`config.mk`:
```
export PLATFORM = sky130hd
export DESIGN_NAME = multi_click_button_decoder
export DESIGN_NICKNAME = d
export VERILOG_FILES = /design/src/hw/rtl/mcbd_pkg.sv /design/src/hw/rtl/mcbd_core.sv /design/src/hw/rtl/multi_click_button_decoder.sv
export SDC_FILE = /design/constraint.sdc
export NUM_CORES = 1
export LEC_CHECK = 0
export ABC_AREA = 1
export BUFFER_PORTS_ARGS = -buffer_cell sky130_fd_sc_hd__buf_2
export CAP_MARGIN = 40
export CORE_ASPECT_RATIO = 0.9
export CORE_UTILIZATION = 35
export DETAILED_ROUTE_END_ITERATION = 7
export GPL_TIMING_DRIVEN = 0
export MAX_ROUTING_LAYER = met4
export SETUP_SLACK_MARGIN = 0.4
export SLEW_MARGIN = 20
export SYNTH_ARGS = -nofsm -noshare
export SYNTH_HDL_FRONTEND = slang
export SYNTH_SLANG_ARGS = --single-unit
```
`constraint.sdc`:
```
create_clock -name clk -period 6.6 [get_ports clk]
set_input_delay 0.66 -clock clk [delete_from_list [all_inputs] [get_ports clk]]
set_output_delay 0.66 -clock clk [all_outputs]
set_load 0.005 [all_outputs]
```
`src/hw/rtl/mcbd_pkg.sv`:
```
// Package for the multi-click button decoder.
// Holds reset values, register indexes and the structs shared by the top level and the core.
// No dependencies.
package mcbd_pkg;

	localparam int unsigned TIMER_BITS_DEFAULT = 16;
	localparam int unsigned CFG_BITS           = 16;
	localparam int unsigned COUNT_BITS         = 4;

	localparam logic [CFG_BITS-1:0]   GAP_RESET     = 16'd500;
	localparam logic [CFG_BITS-1:0]   LOCKOUT_RESET = 16'd50;
	localparam logic [COUNT_BITS-1:0] MAX_RESET     = 4'd5;
	localparam logic [COUNT_BITS-1:0] COUNT_MAX     = 4'd15;

	// Configuration register indexes.
	typedef enum logic [1:0] {
		CFG_GAP     = 2'd0,
		CFG_LOCKOUT = 2'd1,
		CFG_MAX     = 2'd2
	} cfg_idx_t;

	// Current configuration, as seen by the core.
	typedef struct packed {
		logic [CFG_BITS-1:0]   gap_ticks;
		logic [CFG_BITS-1:0]   lockout_ticks;
		logic [COUNT_BITS-1:0] max_clicks;
	} cfg_t;

	// One result word.
	typedef struct packed {
		logic                  report_valid;
		logic [COUNT_BITS-1:0] click_total;
		logic                  held_after;
	} res_t;

endpackage

```
`src/hw/rtl/mcbd_core.sv`:
```
// Tick-update core of the multi-click button decoder.
// Holds the timers, click count and flags; computes one result word per step.
// Depends on mcbd_pkg.
module mcbd_core import mcbd_pkg::*; #(
	parameter int unsigned TIMER_BITS = TIMER_BITS_DEFAULT
) (
	input  logic clk,
	input  logic arst_n,
	input  logic step,
	input  logic level,
	input  cfg_t cfg,
	output res_t res
);

	localparam int unsigned CMP_BITS = (TIMER_BITS > CFG_BITS) ? TIMER_BITS : CFG_BITS;
	localparam logic [TIMER_BITS-1:0] TIMER_MAX = {TIMER_BITS{1'b1}};

	logic                  prev_level_q;
	logic                  rearmed_q;
	logic [TIMER_BITS-1:0] lockout_q;
	logic [TIMER_BITS-1:0] since_q;
	logic [COUNT_BITS-1:0] count_q;
	logic                  armed_q;
	logic                  held_q;

	logic                  held_d;
	logic                  rearmed_d;
	logic [TIMER_BITS-1:0] lockout_adv;
	logic [TIMER_BITS-1:0] since_adv;
	logic [TIMER_BITS-1:0] lockout_d;
	logic [TIMER_BITS-1:0] since_d;
	logic [COUNT_BITS-1:0] count_inc;
	logic [COUNT_BITS-1:0] count_d;
	logic                  armed_d;
	logic                  lock_done;
	logic                  press;
	logic                  release_seen;
	logic                  gap_hit;
	logic                  max_hit;
	logic                  report;

	// Both timers advance and stop at all ones.
	assign lockout_adv = (lockout_q == TIMER_MAX) ? lockout_q : lockout_q + 1'b1;
	assign since_adv   = (since_q == TIMER_MAX) ? since_q : since_q + 1'b1;
	assign lock_done   = CMP_BITS'(lockout_adv) > CMP_BITS'(cfg.lockout_ticks);

	assign press        = !level && rearmed_q && lock_done;
	assign release_seen = level && lock_done;
	assign count_inc    = (count_q == COUNT_MAX) ? count_q : count_q + 1'b1;

	// Press and release tests, then the report test.
	always_comb begin
		held_d    = prev_level_q ? 1'b0 : held_q;
		rearmed_d = rearmed_q;
		lockout_d = lockout_adv;
		since_d   = since_adv;
		count_d   = count_q;
		armed_d   = armed_q;
		if (press) begin
			count_d   = count_inc;
			rearmed_d = 1'b0;
			lockout_d = '0;
			since_d   = '0;
			armed_d   = 1'b1;
		end
		if (release_seen) begin
			rearmed_d = 1'b1;
			lockout_d = '0;
		end
		gap_hit = armed_d && (CMP_BITS'(since_d) >= CMP_BITS'(cfg.gap_ticks));
		max_hit = (cfg.max_clicks != '0) && (count_d >= cfg.max_clicks);
		report  = gap_hit || max_hit;
		res.report_valid = report;
		res.click_total  = report ? count_d : '0;
		if (report) begin
			armed_d = 1'b0;
			count_d = '0;
			if (!level) begin
				held_d = 1'b1;
			end
		end
		res.held_after = held_d;
	end

	// State registers, updated once per accepted tick.
	always_ff @(posedge clk or negedge arst_n) begin
		if (!arst_n) begin
			prev_level_q <= 1'b0;
			rearmed_q    <= 1'b1;
			lockout_q    <= TIMER_MAX;
			since_q      <= '0;
			count_q      <= '0;
			armed_q      <= 1'b0;
			held_q       <= 1'b0;
		end else if (step) begin
			prev_level_q <= level;
			rearmed_q    <= rearmed_d;
			lockout_q    <= lockout_d;
			since_q      <= since_d;
			count_q      <= count_d;
			armed_q      <= armed_d;
			held_q       <= held_d;
		end
	end

`ifndef SYNTH
	// A report clears the sequence.
	assert property (@(posedge clk) disable iff (!arst_n)
		step && report |=> count_q == '0 && !armed_q)
		else $error("click sequence not cleared after report");

	// A reported sequence always holds at least one click.
	assert property (@(posedge clk) disable iff (!arst_n)
		step && report |-> count_d == '0 && res.click_total != '0)
		else $error("empty click sequence reported");

	// The held flag is only raised by a report.
	assert property (@(posedge clk) disable iff (!arst_n)
		!held_q && !(step && report) |=> !held_q)
		else $error("held flag set without report");

	// A counted press restarts both timers and disarms pressing.
	assert property (@(posedge clk) disable iff (!arst_n)
		step && press |=> lockout_q == '0 && !rearmed_q && since_q == '0)
		else $error("press did not restart timers");
`endif

endmodule

```
`src/hw/rtl/multi_click_button_decoder.sv`:
```
// Top level of the multi-click button decoder.
// Input register, configuration registers, core and output register.
// Depends on mcbd_pkg and mcbd_core.
//
//  Channel  Handshake              Payload
//  -------  ---------------------  ----------------------------------------
//  in       in_valid / in_ready    button_level
//  out      out_valid / out_ready  report_valid, click_total, held_after
//  cfg      cfg_valid / cfg_ready  cfg_index, cfg_data
//
// Each tick word passes through the input register, then through the core into
// the output register. One word is taken per cycle while the output is not
// stalled; the core updates its state once per accepted word.
// Reset returns configuration to 500 / 50 / 5 and all flags and timers to idle.
// A stalled output holds the pipeline; cfg_ready is always high.
module multi_click_button_decoder import mcbd_pkg::*; #(
	parameter int unsigned TIMER_BITS = TIMER_BITS_DEFAULT
) (
	input  logic                  clk,
	input  logic                  arst_n,
	input  logic                  in_valid,
	output logic                  in_ready,
	input  logic                  button_level,
	output logic                  out_valid,
	input  logic                  out_ready,
	output logic                  report_valid,
	output logic [COUNT_BITS-1:0] click_total,
	output logic                  held_after,
	input  logic                  cfg_valid,
	output logic                  cfg_ready,
	input  logic [1:0]            cfg_index,
	input  logic [CFG_BITS-1:0]   cfg_data
);

	cfg_t cfg_q;
	logic valid_s1;
	logic level_s1;
	logic out_valid_q;
	res_t res_q;
	res_t res_next;
	logic advance;

	// The core steps when a word waits and the output slot is free or draining.
	assign advance  = valid_s1 && (!out_valid_q || out_ready);
	assign in_ready = !valid_s1 || advance;
	assign cfg_ready = 1'b1;

	// Configuration registers.
	always_ff @(posedge clk or negedge arst_n) begin
		if (!arst_n) begin
			cfg_q.gap_ticks     <= GAP_RESET;
			cfg_q.lockout_ticks <= LOCKOUT_RESET;
			cfg_q.max_clicks    <= MAX_RESET;
		end else if (cfg_valid) begin
			unique case (cfg_index)
				CFG_GAP:     cfg_q.gap_ticks     <= cfg_data;
				CFG_LOCKOUT: cfg_q.lockout_ticks <= cfg_data;
				CFG_MAX:     cfg_q.max_clicks    <= cfg_data[COUNT_BITS-1:0];
				default: begin
				end
			endcase
		end
	end

	// Input and output valid flags.
	always_ff @(posedge clk or negedge arst_n) begin
		if (!arst_n) begin
			valid_s1    <= 1'b0;
			out_valid_q <= 1'b0;
		end else begin
			if (in_ready) begin
				valid_s1 <= in_valid;
			end
			if (advance) begin
				out_valid_q <= 1'b1;
			end else if (out_ready) begin
				out_valid_q <= 1'b0;
			end
		end
	end

	// Payload registers.
	always_ff @(posedge clk) begin
		if (in_valid && in_ready) begin
			level_s1 <= button_level;
		end
		if (advance) begin
			res_q <= res_next;
		end
	end

	mcbd_core #(
		.TIMER_BITS(TIMER_BITS)
	) u_core (
		.clk   (clk),
		.arst_n(arst_n),
		.step  (advance),
		.level (level_s1),
		.cfg   (cfg_q),
		.res   (res_next)
	);

	assign out_valid    = out_valid_q;
	assign report_valid = res_q.report_valid;
	assign click_total  = res_q.click_total;
	assign held_after   = res_q.held_after;

endmodule
```
* After elaboration in Yosys (flattened, before gate mapping)
Cells that the tools add are included.
** Storage, ports and cells
- Output and inout port bits :: 9
- Memory bits (read-only) :: 0
- Memory bits (writable) :: 0
- Memories :: 0
- Word-level logic and storage cells :: 65
- Bits of input ports :: 24
- Register bits :: 85
- Latch bits :: 0
** Operators by class
- Order comparisons :: 3
- Shift-type cells :: 0
- Reduce and logical (&&, ||, !) cells :: 21
- Eq/ne operators :: 5
- Bitwise operators :: 0
- Add/subtract/negate cells :: 3
- $mul :: 0
- Muxes and demuxes :: 17
- Div/mod/pow operators :: 0
** Operators by type and width (number)
- $mux 16 :: 5
- $add 16x1->16 const B :: 2
- $eq 16x16->1 const B :: 2
- $ge 16x16->1 :: 1
- $gt 16x16->1 :: 1
- $mux 4 :: 3
- $mux 1 :: 9
- $reduce_and 2->1 :: 4
- $logic_and 1x1->1 :: 7
- $add 4x1->4 const B :: 1
- $eq 4x4->1 const B :: 1
- $ge 4x4->1 :: 1
- $reduce_bool 2->1 :: 2
- $reduce_bool 4->1 :: 1
- $logic_not 1->1 :: 3
- $logic_or 1x1->1 :: 3
- $eq 2x1->1 const B :: 1
- $eq 2x2->1 const B :: 1
- $logic_not 2->1 :: 1

* Longest topological paths before layout
- Word-level depth :: 9
- Mapped depth :: 35
- Gate-level depth less buffers :: 34

* By module
Synthesis repeated with hierarchy kept, for this count alone.
** Unflattened totals
- Cell total of the unflattened synthesis :: 708
- Area total of the unflattened synthesis :: 5500.3 um^2
** By module, submodules not included
- mcbd_core :: instances 1, sequential area each 1022.2 um^2, area an instance 3637.2 um^2, cells an instance 527
- multi_click_button_decoder :: instances 1, sequential area each 1174.9 um^2, area an instance 1863.0 um^2, cells an instance 181

* Least setup slack after synthesis
No wires, ideal clock.
- Kind :: flip-flop to flip-flop
- Start point :: reg u_core.lockout_q[0]
- End point :: reg res_q (netlist bit click_total[1]), data pin
- Buffers on the path :: 1
- Required time :: 6.341 ns
- Setup time :: 0.259 ns
- Arrival :: 3.688 ns
- Path slack :: 2.653 ns
- Period minus slack after synthesis :: 3.947 ns
- Cell stages (with the launch flop) :: 32
- Path through :: dfstp_2 ha_1 nand2_1 nor2_4 nand2_4 nor2_4 nand3_4 inv_1 nor2_1 xor2_1 inv_1 ha_1 nand2_1 nor2_1 nand2_1 nand2_1 nand2_1 nand2_2 nand3_2 buf_2 nand2_1 inv_1 ha_1 a21oi_1 o21ai_0 a21o_1 nand2_1 nand3_1 nand2_1 nand2_2 inv_1 nor2_1
** On the way
- Cells in the longest elaborated chain, start to end :: 8
- Elaborated cells on any way between the ends :: 13
- Classes of those cells :: 1 x add/sub; 3 x order compare; 1 x eq/ne; 4 x mux; 4 x reduce/logical
** Ends and longest elaborated chain
- from (decl) :: RTL line mcbd_core.sv:20 : logic [TIMER_BITS-1:0] lockout_q;
- from (signal assigned) :: RTL line mcbd_core.sv:98 : lockout_q <= lockout_d;
- $add 16x1->16 or $eq 16x16->1 (tied branches) :: RTL line mcbd_core.sv:43 : assign lockout_adv = (lockout_q == TIMER_MAX) ? lockout_q : lockout_q + 1'b1;
- $mux 16 (*) :: RTL line mcbd_core.sv:43
- $gt 16x16->1 (*) :: RTL line mcbd_core.sv:45 : assign lock_done = CMP_BITS'(lockout_adv) > CMP_BITS'(cfg.lockout_ticks);
- $logic_and 1x1->1 (*) :: RTL line mcbd_core.sv:47 : assign press = !level && rearmed_q && lock_done;
- $mux 16 (*) :: RTL line mcbd_core.sv:59 : if (press) begin
- via u_core.since_d[3] :: RTL line mcbd_core.sv:31 : logic [TIMER_BITS-1:0] since_d;
- $ge 16x16->1 (*) :: RTL line mcbd_core.sv:70 : gap_hit = armed_d && (CMP_BITS'(since_d) >= CMP_BITS'(cfg.gap_ticks));
- $logic_and 1x1->1 (*) :: RTL line mcbd_core.sv:70
- $logic_or 1x1->1 (*) :: RTL line mcbd_core.sv:72 : report = gap_hit || max_hit;
- via u_core.report :: RTL line mcbd_core.sv:40 : logic report;
- to (signal assigned) :: RTL line multi_click_button_decoder.sv:88 : res_q <= res_next;
- to (decl) :: RTL line multi_click_button_decoder.sv:39 : res_t res_q;
The timed path passes the listed nets; every way through them passes the cells marked *.
A chain may end at the register's enable or synchronous reset.

* Final worst setup path
Same ends and word-level chain as after synthesis.

==> flow_summary.html <==
<table>
<tr><th>Metric</th><th>Value</th></tr>
<tr><th colspan="2">Finish</th></tr>
<tr><td>Fraction of layout instances using a drive strength above 1</td><td>between 15 and 20%</td></tr>
<tr><td>FILL cells</td><td>1513</td></tr>
<tr><td>Area overhead of the layout relative to synthesis</td><td>14.6%</td></tr>
<tr><td>Total Nets Final</td><td>just under 800</td></tr>
<tr><td>Most used cells in the layout excluding fill and tap cells</td><td>nand2_1, inv_1, o21ai_0</td></tr>
<tr><td>Antenna Cells</td><td>0</td></tr>
<tr><td>Most common library cell in the layout ignoring fill and taps</td><td>nand2_1</td></tr>
<tr><th colspan="2">Clocking</th></tr>
<tr><td>Clock insertion delay at the later pin of the skew report</td><td>about 350 ps</td></tr>
<tr><td>Post-CTS setup buffer count</td><td>0</td></tr>
<tr><td>CTS root buffer</td><td>clkbuf_16</td></tr>
<tr><td>Buffers from clock root to sink, at most</td><td>2</td></tr>
<tr><td>Level count of the clock H-tree</td><td>3</td></tr>
<tr><td>Clock tree sinks</td><td>between 80 and 90</td></tr>
<tr><td>Number of hold buffers added after cts</td><td>0</td></tr>
<tr><td>Total of cells resized after clock tree synthesis</td><td>0</td></tr>
<tr><td>Reg clk slew, reported paths</td><td>70 ps</td></tr>
<tr><td>Clock buffers created by TritonCTS</td><td>9</td></tr>
<tr><td>Clock tree from TritonCTS</td><td>done</td></tr>
<tr><th colspan="2">STA</th></tr>
<tr><td>Final min period</td><td>between 4000 and 5000 ps</td></tr>
<tr><td>Max Clk Rate</td><td>roughly 0.20 GHz</td></tr>
<tr><td>Worst Tran Pin Value</td><td>roughly 660 ps</td></tr>
<tr><td>Worst-case headroom to the max-slew limit</td><td>a little under three fifths</td></tr>
<tr><td>Worst-case clock skew</td><td>between 7 and 8 ps</td></tr>
<tr><td>Max-slew violation total from the final report</td><td>0</td></tr>
<tr><td>Hold violation count in the final report</td><td>0</td></tr>
<tr><td>Portion of the clock cycle consumed by the worst path in the final layout</td><td>approximately three quarters</td></tr>
<tr><td>Final worst slack</td><td>roughly 1700 ps</td></tr>
<tr><td>Number of setup violations in the final report</td><td>0</td></tr>
<tr><td>Unrepaired setup endpoints after global routing</td><td>false</td></tr>
<tr><td>Total negative slack for setup checks</td><td>0 ps</td></tr>
<tr><th colspan="2">GRT</th></tr>
<tr><td>Busiest grt layer</td><td>met2</td></tr>
<tr><td>Global router's overall resource usage</td><td>between 10% and 20%</td></tr>
<tr><td>Total grt overflow</td><td>0</td></tr>
<tr><td>Antenna violations before repair</td><td>0</td></tr>
<tr><td>Vias in the first global route</td><td>about 4.1k</td></tr>
<tr><td>First-pass GRT wire length</td><td>a little over 20000 µm</td></tr>
<tr><td>Pin count of the biggest net entering global routing</td><td>46</td></tr>
<tr><td>Global-route met3 utilization</td><td>4.42%</td></tr>
<tr><td>Met2 Use GR</td><td>~25%</td></tr>
<tr><td>Met1 track demand over resource in global routing</td><td>23.0%</td></tr>
<tr><th colspan="2">Yosys</th></tr>
<tr><td>Syn Area/Cell</td><td>between 7 and 8 µm²</td></tr>
<tr><td>Netlist area before placement</td><td>0.00527 mm²</td></tr>
<tr><td>Synth Warn #</td><td>0</td></tr>
<tr><td>Number of synthesized register bits</td><td>85</td></tr>
<tr><td>Synth Area in Compound Gates</td><td>12.4%</td></tr>
<tr><td>Number of enable-type register cells in the synthesized netlist</td><td>7</td></tr>
<tr><td>Prevailing post-synth register cell</td><td>dfrtp_1</td></tr>
<tr><td>Mux share of post-synthesis cell area</td><td>0%</td></tr>
<tr><td>Post-synth net total</td><td>around 740</td></tr>
<tr><td>Combinational family with the most area after synthesis</td><td>simple AND/OR/NAND/NOR gates</td></tr>
<tr><td>Post-synthesis async set-or-reset flop share</td><td>between 90 and 100%</td></tr>
<tr><td>Xor and xnor fraction of the mapped netlist area</td><td>about 2.8%</td></tr>
<tr><td>Simple-gate share of the synthesized area</td><td>22.7%</td></tr>
<tr><td>Cell variety after synth</td><td>between 40 and 50</td></tr>
<tr><td>Number of instances in the synthesized netlist</td><td>673</td></tr>
<tr><td>Fraction of the yosys area taken by sequential cells</td><td>roughly two fifths</td></tr>
<tr><td>Adder-cell area share of the yosys netlist</td><td>approximately 9.3%</td></tr>
<tr><th colspan="2">Placement</th></tr>
<tr><td>Placer congestion estimate</td><td>slightly above 0.8</td></tr>
<tr><td>Setup Slack @ Placement</td><td>about 1800 ps</td></tr>
<tr><td>Input/output buffers</td><td>31</td></tr>
<tr><td>Sum of net half-perimeters after detailed placement</td><td>9040 µm</td></tr>
<tr><th colspan="2">Routing</th></tr>
<tr><td>Final routed DRC violation total</td><td>0</td></tr>
<tr><td>Detailed-route wire length per cell</td><td>~13 µm</td></tr>
<tr><td>Post-DR vias/cell</td><td>around 4.7</td></tr>
<tr><td>Number of DRC violations after detailed-routing iteration 0</td><td>~190</td></tr>
<tr><td>Vias after detailed routing</td><td>between 4k and 5k</td></tr>
<tr><td>Detailed Routing Iterations Pass 1</td><td>7</td></tr>
<tr><td>Total wirelength of the detailed-routed design</td><td>between 10000 and 15000 µm</td></tr>
<tr><td>Residual antenna-violating net count after detailed routing</td><td>0</td></tr>
<tr><th colspan="2">Setup path</th></tr>
<tr><td>Cell repeated most along the worst path</td><td>nand2_1</td></tr>
<tr><td>Crit path DAT</td><td>4990 ps</td></tr>
<tr><td>Stage delay of the slowest cell on the critical path</td><td>560 ps</td></tr>
<tr><td>Startpoint class of the critical path</td><td>register</td></tr>
<tr><td>Critical path start-end classification</td><td>register to register</td></tr>
<tr><td>Highest fanout seen on the critical path</td><td>10</td></tr>
<tr><td>Required time of the worst setup path</td><td>6700 ps</td></tr>
<tr><td>Critical Path Sink Type</td><td>register</td></tr>
<tr><td>Slowest library cell on the worst path</td><td>dfstp_2</td></tr>
<tr><th colspan="2">Die</th></tr>
<tr><td>Core area</td><td>approximately 0.015 mm²</td></tr>
<tr><td>Row Count</td><td>between 40 and 50</td></tr>
<tr><td>Die Height</td><td>about 120 µm</td></tr>
<tr><td>Ports</td><td>33</td></tr>
<tr><td>Starting Density</td><td>35.8%</td></tr>
<tr><td>Total die area</td><td>between 0.015 and 0.02 mm²</td></tr>
<tr><td>Die width</td><td>~130 µm</td></tr>
<tr><th colspan="2">Power and ir drop</th></tr>
<tr><td>Power per cell area</td><td>approximately 340 mW/mm²</td></tr>
<tr><td>Worst IR drop on VDD</td><td>about 140 µV</td></tr>
<tr><td>Leakage power figure</td><td>about 0.0031 µW</td></tr>
<tr><th colspan="2">Job</th></tr>
<tr><td>Reported max-cap violation count</td><td>0</td></tr>
<tr><th colspan="2">Min path</th></tr>
<tr><td>Hold crit path type</td><td>input pin to async pin</td></tr>
<tr><th colspan="2">Run status</th></tr>
<tr><td>Status</td><td>finished, final reports clean</td></tr>
</table>
## power by group
group	total, µW	internal [µW]	switching, µW
Clock	560	334	226
Combinational	689	259	430
Sequential	786	691	95.0
## area by class of cell
type | count | area (µm²) | area share, %
multi-input cells | 437 | 2490 | 41.2
flip-flops and latches | 85 | 2200 | 36.4
inverters | 135 | 507 | 8.40
well taps | 198 | 248 | 4.11
clock buffers | 9 | 225 | 3.73
repair buffers | 33 | 196 | 3.26
clock inverters | 7 | 98.8 | 1.64
plain buffers | 16 | 75.1 | 1.24
## through the flow
stage                     utilization [%]  area [µm²]  power, µW  hold slack [ps]  cells
after floorplan                         -        5270       1290              364    673
after global placement               38.5        5670       1470              468    902
after detailed placement             38.7        5700       1480              472    903
after CTS                            40.9        6020       2050              276    919
after global routing                 41.0        6030       2210              291    920
final                                41.0        6030       2030              265    920
## Yosys cell counts, types with 2 or more instances
cell type	instances	area [µm²]
edfxtp_1	7	210
o21ai_0	67	335
o22ai_2	2	25.0
nand4_1	9	56.3
a21oi_1	18	90.1
xor2_1	12	105
inv_1	132	495
o22ai_1	10	62.6
nor3_2	3	30.0
ha_1	39	488
nand3_2	3	30.0
nor4_1	2	12.5
nor3_1	8	40.0
nor2_4	4	45.0
dfrtp_1	50	1250
nor3_4	2	32.5
nand2_1	160	601
nor2_1	31	116
a21o_1	3	22.5
dfstp_2	28	736
clkbuf_1	10	37.5
inv_2	3	11.3
buf_2	3	15.0
o21ai_1	13	65.1
nand3_1	30	150
nand2_2	6	37.5
xnor2_1	3	26.3
## cells by family after synthesis
family	Yosys count
simple gates	262
other cells	1
buf+inv	151
xor+xnor	16
fa+ha+maj	39
compound gates	119
flops	85
## sequential cells by signal, indices dropped and copies added (netlist names), 4 cells and up
signal / flops
cfg_q: 36
u_core.lockout_q: 16
u_core.count_q: 4
u_core.since_q: 16
click_total: 4
## metal layers
layer / part of all wire [%] / vias to the layer above
li1: - / 2229
met1: 53 / 2000
met2: 42 / 63
met3: 3.8 / 10
met4: 1.0 / 0
met5: 0 / -
## worst max-delay path: cells and delay by family (launching register included)
kind	cells	cell delay [ps]
adders and majority gates	3	710
and+or+nand+nor	15	2110
buffers and inverters	4	520
DFF	1	560
AOI/OAI and AO/OA	3	500
xor gates and xnor gates	1	240
## worst paths after layout
check,from,end,slack [ps],cells past startpoint
max,u_core.lockout_q[0],click_total[1],1710,26
max reg2reg,u_core.lockout_q[0],click_total[1],1710,26
max in group asynchronous,arst_n,cfg_q[28],5690,2
min in group clk,cfg_q[11],cfg_q[11],480,2
min reg2reg,cfg_q[11],cfg_q[11],480,2
min,arst_n,u_core.held_q,260,1
No activity file was read; power rests on OpenSTA's default activity.
